File: src/rtl/cht_pkg.sv
// Package with shared constants, status codes and request/result types.
`default_nettype none

package cht_pkg;

  // Default sizes of the table.
  localparam int unsigned MAP_COUNT_DEF    = 8;
  localparam int unsigned BUCKET_COUNT_DEF = 32;
  localparam int unsigned POOL_ENTRIES_DEF = 256;
  localparam int unsigned VALUE_BITS_DEF   = 32;

  // Fixed field widths.
  localparam int unsigned HASH_W   = 32;
  localparam int unsigned DATA_W   = 32;
  localparam int unsigned MAP_ID_W = 3;
  localparam int unsigned STAT_W   = 2;

  // Result status codes.
  localparam logic [STAT_W-1:0] ST_OK   = 2'd0;
  localparam logic [STAT_W-1:0] ST_MISS = 2'd1;
  localparam logic [STAT_W-1:0] ST_DROP = 2'd2;

  // Operation codes.
  localparam logic CMD_GET = 1'b0;
  localparam logic CMD_PUT = 1'b1;

  // One table operation, handed to the walker with the final key byte.
  typedef struct packed {
    logic                cmd;
    logic [MAP_ID_W-1:0] map_id;
    logic [DATA_W-1:0]   value;
    logic [HASH_W-1:0]   hash;
  } req_t;

  // One result word.
  typedef struct packed {
    logic [STAT_W-1:0] status;
    logic [DATA_W-1:0] value_out;
    logic [HASH_W-1:0] hash_code;
  } res_t;

endpackage

`default_nettype wire

File: src/rtl/cht_hash.sv
// Running string hash (h = 31*h + byte) with end-of-key mixing.
`default_nettype none

module cht_hash import cht_pkg::*; (
  input  wire logic              clk,
  input  wire logic              rst_n,
  input  wire logic              take,
  input  wire logic [7:0]        key_byte,
  input  wire logic              key_last,
  output logic      [HASH_W-1:0] mix_hash
);

  logic [HASH_W-1:0] accum_r;
  logic              ended_r;
  logic [HASH_W-1:0] fold;

  // Fold the current byte into the hash unless it is zero or the key already ended.
  always_comb begin
    if (ended_r || (key_byte == 8'd0)) begin
      fold = accum_r;
    end else begin
      fold = (accum_r << 5) - accum_r + HASH_W'(key_byte);
    end
    mix_hash = fold ^ (fold >> 16);
  end

  // The final word of a key returns the hash state to its start.
  always_ff @(posedge clk) begin
    if (!rst_n) begin
      accum_r <= '0;
      ended_r <= 1'b0;
    end else if (take) begin
      if (key_last) begin
        accum_r <= '0;
        ended_r <= 1'b0;
      end else begin
        accum_r <= fold;
        if (key_byte == 8'd0) begin
          ended_r <= 1'b1;
        end
      end
    end
  end

endmodule

`default_nettype wire

File: config.mk
export PLATFORM = sky130hd
export DESIGN_NAME = cht_hash
export DESIGN_NICKNAME = d
export VERILOG_FILES = /design/src/rtl/cht_pkg.sv /design/src/rtl/cht_hash.sv
export SDC_FILE = /design/constraint.sdc
export NUM_CORES = 1
export LEC_CHECK = 0
export ABC_AREA = 1
export BUFFER_PORTS_ARGS = -buffer_cell sky130_fd_sc_hd__buf_4
export CORE_ASPECT_RATIO = 0.7
export CORE_MARGIN = 4
export CORE_UTILIZATION = 45
export CTS_BUF_LIST = sky130_fd_sc_hd__clkbuf_8 sky130_fd_sc_hd__clkbuf_16
export CTS_CLUSTER_DIAMETER = 80
export DETAILED_ROUTE_END_ITERATION = 12
export PLACE_DENSITY = 0.62
export SLEW_MARGIN = 10
export SYNTH_ARGS = -nofsm -noshare
export SYNTH_HDL_FRONTEND = slang
export SYNTH_SLANG_ARGS = --single-unit
File: constraint.sdc
create_clock -name clk -period 2.3 [get_ports clk]
set_input_delay 0.23 -clock clk [delete_from_list [all_inputs] [get_ports clk]]
set_output_delay 0.23 -clock clk [all_outputs]
set_load 0.05 [all_outputs]
Word-level counts from Yosys, hierarchy flattened
Index checks and enable logic that the tools add are counted.
W data, S select, Z words.
{"block": "totals", "in_bits": 12, "out_inout_bits": 32, "register_bits": 33}
{"block": "classes", "mux": 4, "n_addsub": 2, "bitwise": 1, "reduce_logical": 4}
{"operator": "$mux W32", "count": 2}
{"operator": "$add A32 B8 Y32", "count": 1}
{"operator": "$sub A32 B32 Y32", "count": 1}
{"operator": "$xor A32 B16 Y32", "count": 1}
{"operator": "$logic_not A8 Y1", "count": 1}
{"operator": "$mux W1", "count": 2}
{"operator": "$reduce_and A2 Y1", "count": 1}
{"operator": "$reduce_bool A2 Y1", "count": 1}
{"operator": "$logic_or A1 B1 Y1", "count": 1}

Longest topological paths before layout
Gate-level depths: netlist (run 1).
{"block": "logic_depth", "ltp_word": 4, "ltp_mapped": 18}

Least setup slack after synthesis (run 1)
No wires, ideal clock.
{"block": "synth_path", "path_kind": "register -> output", "from": "register accum_r[2]", "to": "output port mix_hash[0]", "required_ps": 2070, "path_slack_ps": -983, "stages_incl_launch_ff": 16, "arrival_ps": 3053, "cell_sequence": "dfxtp_1 -> inv_1 -> fa_1 -> inv_1 -> ha_1 -> nand2_2 -> inv_2 -> nand2_1 -> nand2_1 -> inv_2 -> nand2_2 -> nand2_2 -> nand2_2 -> xnor2_2 -> a21boi_4 -> xor2_1"}
{"block": "synth_via", "elab_chain_len": 4}
{"element": "from (decl)", "line_no": "cht_hash.sv:13", "rtl": "logic [HASH_W-1:0] accum_r;"}
{"element": "from (signal assigned)", "line_no": "cht_hash.sv:37", "rtl": "accum_r <= fold;"}
{"element": "$sub A32 B32 Y32", "line_no": "cht_hash.sv:22", "rtl": "fold = (accum_r << 5) - accum_r + HASH_W'(key_byte);"}
{"element": "$add A32 B8 Y32", "line_no": "cht_hash.sv:22"}
{"element": "$mux W32", "line_no": "cht_hash.sv:19", "rtl": "if (ended_r || (key_byte == 8'd0)) begin"}
{"element": "$xor A32 B16 Y32", "line_no": "cht_hash.sv:24", "rtl": "mix_hash = fold ^ (fold >> 16);"}
{"element": "to (decl)", "line_no": "cht_hash.sv:10", "rtl": "output logic [HASH_W-1:0] mix_hash"}
Every way passes these cells.

Worst setup path in the final report (run 1)
{"block": "layout_path", "from": "register accum_r[1]", "to": "output port mix_hash[15]"}
The elaborated chain is that of the path after synthesis.

==> results of run 1 <==
[flip-flops by register name (all words and copies together) (netlist names)]
| register | cells |
|---|---|
| accum_r | 32 |
| ended_r | 1 |
[routing by layer]
layer,vias up,wire [µm]
li1,3006,-
met1,3060,9850
met2,308,9650
met3,44,1920
met4,0,459
met5,-,0
[worst max-delay path, stage by stage, from the launching register on]
cell,delay (ps)
dfxtp_2,340
inv_4,60
fa_1,540
inv_2,50
ha_4,310
nand2_1,90
nand2_2,120
inv_2,80
nand3_4,100
nand2_4,70
nand2_4,110
nand2_4,70
nand2_2,70
nand2_2,70
nand3_4,110
nand2_4,90
xor2_4,190
buf_8,160
[repair_timing]
item | CTS | global route
gates resized for setup | 236 | 133
pin swaps | 57 | 66
buffers inserted | 21 | 12
endpoints found under the setup margin | 59 | 61
[placed cells by master, fill, tap and decap left out, types with 25 or more instances in the layout]
master | netlist | final
nand2_1 | 317 | 217
inv_1 | 164 | 143
buf_4 | 2 | 140
nand2_2 | 20 | 69
nand2_4 | 0 | 47
buf_6 | 2 | 38
nand3_2 | 11 | 33
ha_1 | 58 | 28
nor2_1 | 48 | 27
a21oi_1 | 44 | 26
ha_4 | 0 | 25
[worst paths after layout]
kind / end / depth (start not counted)
max: mix_hash[15] / 17
min: accum_r[15]$_SDFFE_PN0P_ / 2
max reg2reg: accum_r[29]$_SDFFE_PN0P_ / 21
min reg2reg: accum_r[2]$_SDFFE_PN0P_ / 2
[through the flow]
step / setup slack [ps] / std cells
2_1_floorplan: -468 / 857
3_3_place_gp: -653 / 1158
3_5_place_dp: -671 / 1158
4_1_cts: -777 / 1185
5_1_grt: -937 / 1197
6_report: -874 / 1197
[logic make-up after synthesis]
logic type | Yosys count | synth area share, %
adders and majority gates | 62 | 16.4
DFF | 33 | 13.4
xor gates and xnor gates | 16 | 3.00
buffers and inverters | 191 | 15.6
and+or+nand+nor | 475 | 41.7
AOI/OAI and AO/OA | 80 | 9.85
[final cells by class]
class                   instances  area, µm²  area share [%]
clock buffers                   5        125            1.43
clock inverters                 3       11.3           0.128
inverters                     174        691            7.88
multi-input cells             633       5230            59.6
flip-flops and latches         33        678            7.74
well taps                     148        185            2.11
repair buffers                201       1850            21.1
==> results.json, run 1 <==
{
  "ys_seq_area_share_pct": 13.4,
  "clkLatencyLatePin_ps": 280,
  "synth_cell_types": 43,
  "finalSetupViolCount": 59,
  "r2r-start": "accum_r[1]$_SDFFE_PN0P_",
  "synth.most_common_cell": "nand2_1",
  "vias": 6418,
  "drt-total-wl_um": 21900,
  "synthArstFlopShare_pct": 0,
  "syn_inst": 857,
  "arrival_ps": 2940,
  "crit_required_ps": 2070,
  "cts_max_path_buffers": 2,
  "finalClockSkew_ps": 5.00,
  "yosysTopAreaCellShare_pct": 24.2,
  "grt_pass1_vias": 6037,
  "setup_ws_ps": -874,
  "finalCoreUtilization_pct": 83.4,
  "rows": 31,
  "overflow": 0,
  "initialDrtViolationCount": 655,
  "cts_sinks": 33,
  "timing_worst_slew_pin_value_ps": 722,
  "synth.avg_cell_area_um2": 5.73,
  "design_area_um2": 8770,
  "avgRoutedWirePerCell_um": 18.3,
  "place_area_um2": 6800,
  "clk_pin_slew_ps": 50,
  "num_io_pins": 44,
  "synthTopCellsByCount": "nand2_1 (317), inv_1 (164), nand3_1 (59)",
  "rsz0062_at_grt": "yes",
  "violations": "setup timing",
  "dp_hpwl_um": 15500,
  "core_area_um2": 10500,
  "critical_path_class": "flip-flop to output pin",
  "ys_warn_count": 0,
  "critPathLaunchType": "flip-flop",
  "avgViaCountPerCell": 5.36,
  "grt_busiest_layer": "met2",
  "clock-root-buffer": "clkbuf_16",
  "syn-num-nets": 931,
  "grt_usage_pct": 32.2,
  "gp_congestion": 0.982,
  "reg2reg_slack_ps": -770,
  "start_util_pct": 46.8,
  "grt_use_met2_pct": 50.8,
  "ys_top_cells_by_area": "nand2_1 (24%), ha_1 (15%), dfxtp_1 (13%)",
  "grt_start_max_net_pins": 31,
  "startpoint": "accum_r[1]$_SDFFE_PN0P_",
  "synth_flop_cell": "dfxtp_1",
  "synth_edf_count": 0,
  "met3_usage_pct": 6.33,
  "fp.dieArea_um2": 12700,
  "end_kind": "output pin",
  "hold_viol_final": 0,
  "diodes": 0,
  "fp.dieH_um": 95.4,
  "period_minus_slack_ps": 3170,
  "grt_pass1_wl_um": 31800,
  "hp-start": "rst_n",
  "portBuffers": 43,
  "fin_nets": 1122,
  "synth_seq_cells": 33,
  "drive_above_1_share_pct": 51.7,
  "hp-class": "primary input to flip-flop",
  "yosysTopAreaCell": "nand2_1",
  "grt_antenna_before_repair": 0,
  "drv_slew": 0,
  "drtPass1Iterations": 5,
  "drc_errors": 0,
  "cts_hold_buf": 0,
  "numCtsBuffers": 5,
  "fin_tns_setup_ps": -32420,
  "dieWidth_um": 133,
  "whs_ps": 187,
  "area_growth_pct": 78.4,
  "cts_max_level": 2,
  "tritoncts": "yes",
  "max_freq_mhz": 315,
  "max_slew_margin_pct": 51.8,
  "status": "finished with violations",
  "grtUsageMet1_pct": 46.6,
  "fin_crit_sh_pct": 138,
  "maxCapViolCount": 0,
  "crit_fanout": 4,
  "drtAntennaViolNets": 0,
  "fillCellCount": 643,
  "synth_area_um2": 4910
}
Power of run 1 is left out: the tool's default activity adds up to more than one toggle a clock period on the data nets, which glitch-free logic cannot reach.
==> run 2, diff against run 1 <==
Settings changed: CORE_MARGIN 4 to 2, CORE_UTILIZATION 45 to 56, PLACE_DENSITY 0.62 to 0.79.
==> run 2 against run 1 <==
  * The run now fails in 5_1_grt
  * Synthesized cell count unchanged
  * Synthesized area unchanged
==> results.json, run 2 <==
{
  "synth_edf_count": 0,
  "gp_congestion": 1.04,
  "yosysTopAreaCell": "nand2_1",
  "start_util_pct": 58.0,
  "synth_flop_cell": "dfxtp_1",
  "num_io_pins": 44,
  "synthArstFlopShare_pct": 0,
  "syn_inst": 857,
  "tool.error": "[ERROR DPL-0038] Utilization greater than 100%, impossible to legalize",
  "numCtsBuffers": 5,
  "synth.avg_cell_area_um2": 5.73,
  "fp.dieH_um": 82.4,
  "haltStage": "5_1_grt",
  "cts_sinks": 33,
  "synth_seq_cells": 33,
  "synthTopCellsByCount": "nand2_1 (317), inv_1 (164), nand3_1 (59)",
  "yosysTopAreaCellShare_pct": 24.2,
  "synth.most_common_cell": "nand2_1",
  "status": "aborted with a tool error",
  "cts_max_path_buffers": 2,
  "ys_top_cells_by_area": "nand2_1 (24%), ha_1 (15%), dfxtp_1 (13%)",
  "ys_seq_area_share_pct": 13.4,
  "synth_area_um2": 4910,
  "cts_hold_buf": 0,
  "worstEndpointGrtRepair": "mix_hash[6]",
  "portBuffers": 43,
  "syn-num-nets": 931,
  "ys_warn_count": 0,
  "grt_start_max_net_pins": 31,
  "worstEpCategory": "output port",
  "cts_max_level": 2,
  "dieWidth_um": 116,
  "synth_cell_types": 43,
  "clock-root-buffer": "clkbuf_16",
  "rows": 28,
  "dp_hpwl_um": 15300
}
==> run 2: cell counts after synthesis <==
No cell type changed its count.
==> run 2: cell families after synthesis <==
kind of cell	count (synthesis)	synth area share (%)
buf+inv	191	15.6
fa+ha+maj	62	16.4
simple gates	475	41.7
flops	33	13.4
compound gates	80	9.85
xor+xnor	16	3.00
==> run 2: metrics by stage <==
step                      area (µm²)  worst slack [ps]  hold WS, ps  setup TNS, ps  std cells
after floorplan                 5390              -468          347          -5670        857
after global placement          6650              -559          458         -17490       1120
after detailed placement        6650              -608          469         -20960       1120
after CTS                       7790              -734          181         -24250       1138
==> run 2: timing repair <==
| action | in CTS |
|---|---|
| endpoints found under the setup margin | 59 |
| pin swaps | 55 |
| resized for setup | 207 |
| cloned | 0 |
| endpoints found under the hold margin | 0 |
| buffers inserted | 11 |
==> run 3, diff against run 2 <==
Settings changed: CORE_ASPECT_RATIO 0.7 to default, CORE_UTILIZATION 56 to 40, CTS_BUF_LIST sky130_fd_sc_hd__clkbuf_8 sky130_fd_sc_hd__clkbuf_16 to default, CTS_CLUSTER_DIAMETER 80 to default, PLACE_DENSITY 0.79 to default, PLACE_DENSITY_LB_ADDON from default to 0.15.
Clock period 2.3 ns to 3 ns, I/O delays scaled along.
==> run 3 against run 2 <==
  * The flow now finishes, with violations (setup timing)
==> results.json, run 3 (synthesized netlist as in run 1, its figures left out) <==
{
  "timing_worst_slew_pin_value_ps": 702,
  "violations": "setup timing",
  "max_freq_mhz": 319,
  "design_area_um2": 7080,
  "crit_required_ps": 2700,
  "clock-root-buffer": "clkbuf_16",
  "whs_ps": 263,
  "overflow": 0,
  "critPathLaunchType": "flip-flop",
  "start_util_pct": 40.9,
  "grt_antenna_before_repair": 0,
  "setup_ws_ps": -133,
  "end_kind": "output pin",
  "place_area_um2": 5760,
  "diodes": 0,
  "max_slew_margin_pct": 53.2,
  "avgRoutedWirePerCell_um": 15.6,
  "drc_errors": 0,
  "portBuffers": 43,
  "drive_above_1_share_pct": 36.9,
  "cts_hold_buf": 0,
  "drt-total-wl_um": 17200,
  "grt_pass1_vias": 5127,
  "largest_register_ffs": 32,
  "critPathBufInv": 4,
  "critical_path_class": "flip-flop to output pin",
  "mostFrequentLayoutCells": "nand2_1 (252), inv_1 (154), nand2_2 (71), buf_4 (70), nand3_1 (46)",
  "fp.dieH_um": 115,
  "cts_max_path_buffers": 2,
  "dp_hpwl_um": 13400,
  "area_growth_pct": 44.0,
  "fp.dieArea_um2": 13200,
  "rsz0062_at_grt": "yes",
  "clk_pin_slew_ps": 50,
  "gp_congestion": 0.925,
  "final_common_cell": "nand2_1",
  "initialDrtViolationCount": 418,
  "grt_usage_pct": 26.2,
  "largestRegisters": "accum_r (32), ended_r (1)",
  "rows": 40,
  "slowest_stage": "fa_1",
  "drtAntennaViolNets": 0,
  "cts_max_level": 2,
  "numCtsBuffers": 5,
  "clkLatencyLatePin_ps": 280,
  "finalSetupViolCount": 18,
  "dieWidth_um": 115,
  "core_area_um2": 12000,
  "maxCapViolCount": 0,
  "drv_slew": 0,
  "crit_top_cell": "nand2_4",
  "arrival_ps": 2830,
  "top_register": "accum_r",
  "path_cells": "inv_4 -> fa_1 -> inv_2 -> ha_4 -> nand2_4 -> buf_6 -> nor3_4 -> nand2_4 -> nand2_4 -> nand2_2 -> nand2_1 -> nand2_1 -> nand3_2 -> nand2_2 -> xnor2_2 -> buf_6",
  "avgViaCountPerCell": 4.96,
  "tritoncts": "yes",
  "critPathMaxStageDelay_ps": 540,
  "period_minus_slack_ps": 3130,
  "vias": 5447,
  "crit_fanout": 4,
  "fin_nets": 1025,
  "grt_start_max_net_pins": 50,
  "fin_crit_sh_pct": 104,
  "cts_sinks": 33,
  "hold_viol_final": 0,
  "drtPass1Iterations": 5,
  "crit_family": "adder cells",
  "finalClockSkew_ps": 2.50,
  "num_io_pins": 44,
  "grt_pass1_wl_um": 26900,
  "status": "finished with violations",
  "hp-class": "primary input to flip-flop"
}
[run 3: cell type report]
cell class	instances	area [µm²]
Fill cell	1163	4940
Multi-Input combinational cell	633	4480
Timing Repair Buffer	104	935
Sequential cell	33	682
Inverter	174	661
Tap cell	147	184
Clock buffer	6	129
Clock inverter	2	10.0
[run 3: repair_timing]
action,CTS,global route
pin swaps,44,39
buffers inserted,8,7
gates cloned,0,0
resized for setup,151,103
endpoints found under the setup margin,32,32
[run 3: routing by layer]
metal / up-vias / track usage (%) / part of all wire (%)
li1: 2809 / - / -
met4: 0 / 5.22 / 1.4
met2: 144 / 39.6 / 43
met3: 16 / 3.37 / 6.1
met5: - / 0 / 0
met1: 2478 / 39.9 / 49
[run 3: final timing paths]
kind / cells past startpoint / startpoint / end / slack, ps
worst max-delay path: 16 / accum_r[1]$_SDFFE_PN0P_ / mix_hash[6] / -130
worst min-delay path: 2 / rst_n / accum_r[5]$_SDFFE_PN0P_ / 260
worst max register to register: 16 / accum_r[1]$_SDFFE_PN0P_ / accum_r[8]$_SDFFE_PN0P_ / 370
worst min register to register: 2 / ended_r$_SDFFE_PN0P_ / ended_r$_SDFFE_PN0P_ / 480
[run 3: stage by stage]
| stage | instances | util [%] | worst slack (ps) | setup TNS [ps] |
|---|---|---|---|---|
| 2_1_floorplan | 857 | - | -92.9 | -92.9 |
| 3_3_place_gp | 1076 | 48.0 | -106 | -506 |
| 3_5_place_dp | 1076 | 48.0 | -85.6 | -486 |
| 4_1_cts | 1092 | 55.2 | -112 | -1190 |
| 5_1_grt | 1099 | 58.9 | -279 | -5500 |
| 6_report | 1099 | 58.9 | -133 | -1390 |
Power of run 3 is left out for the same reason.
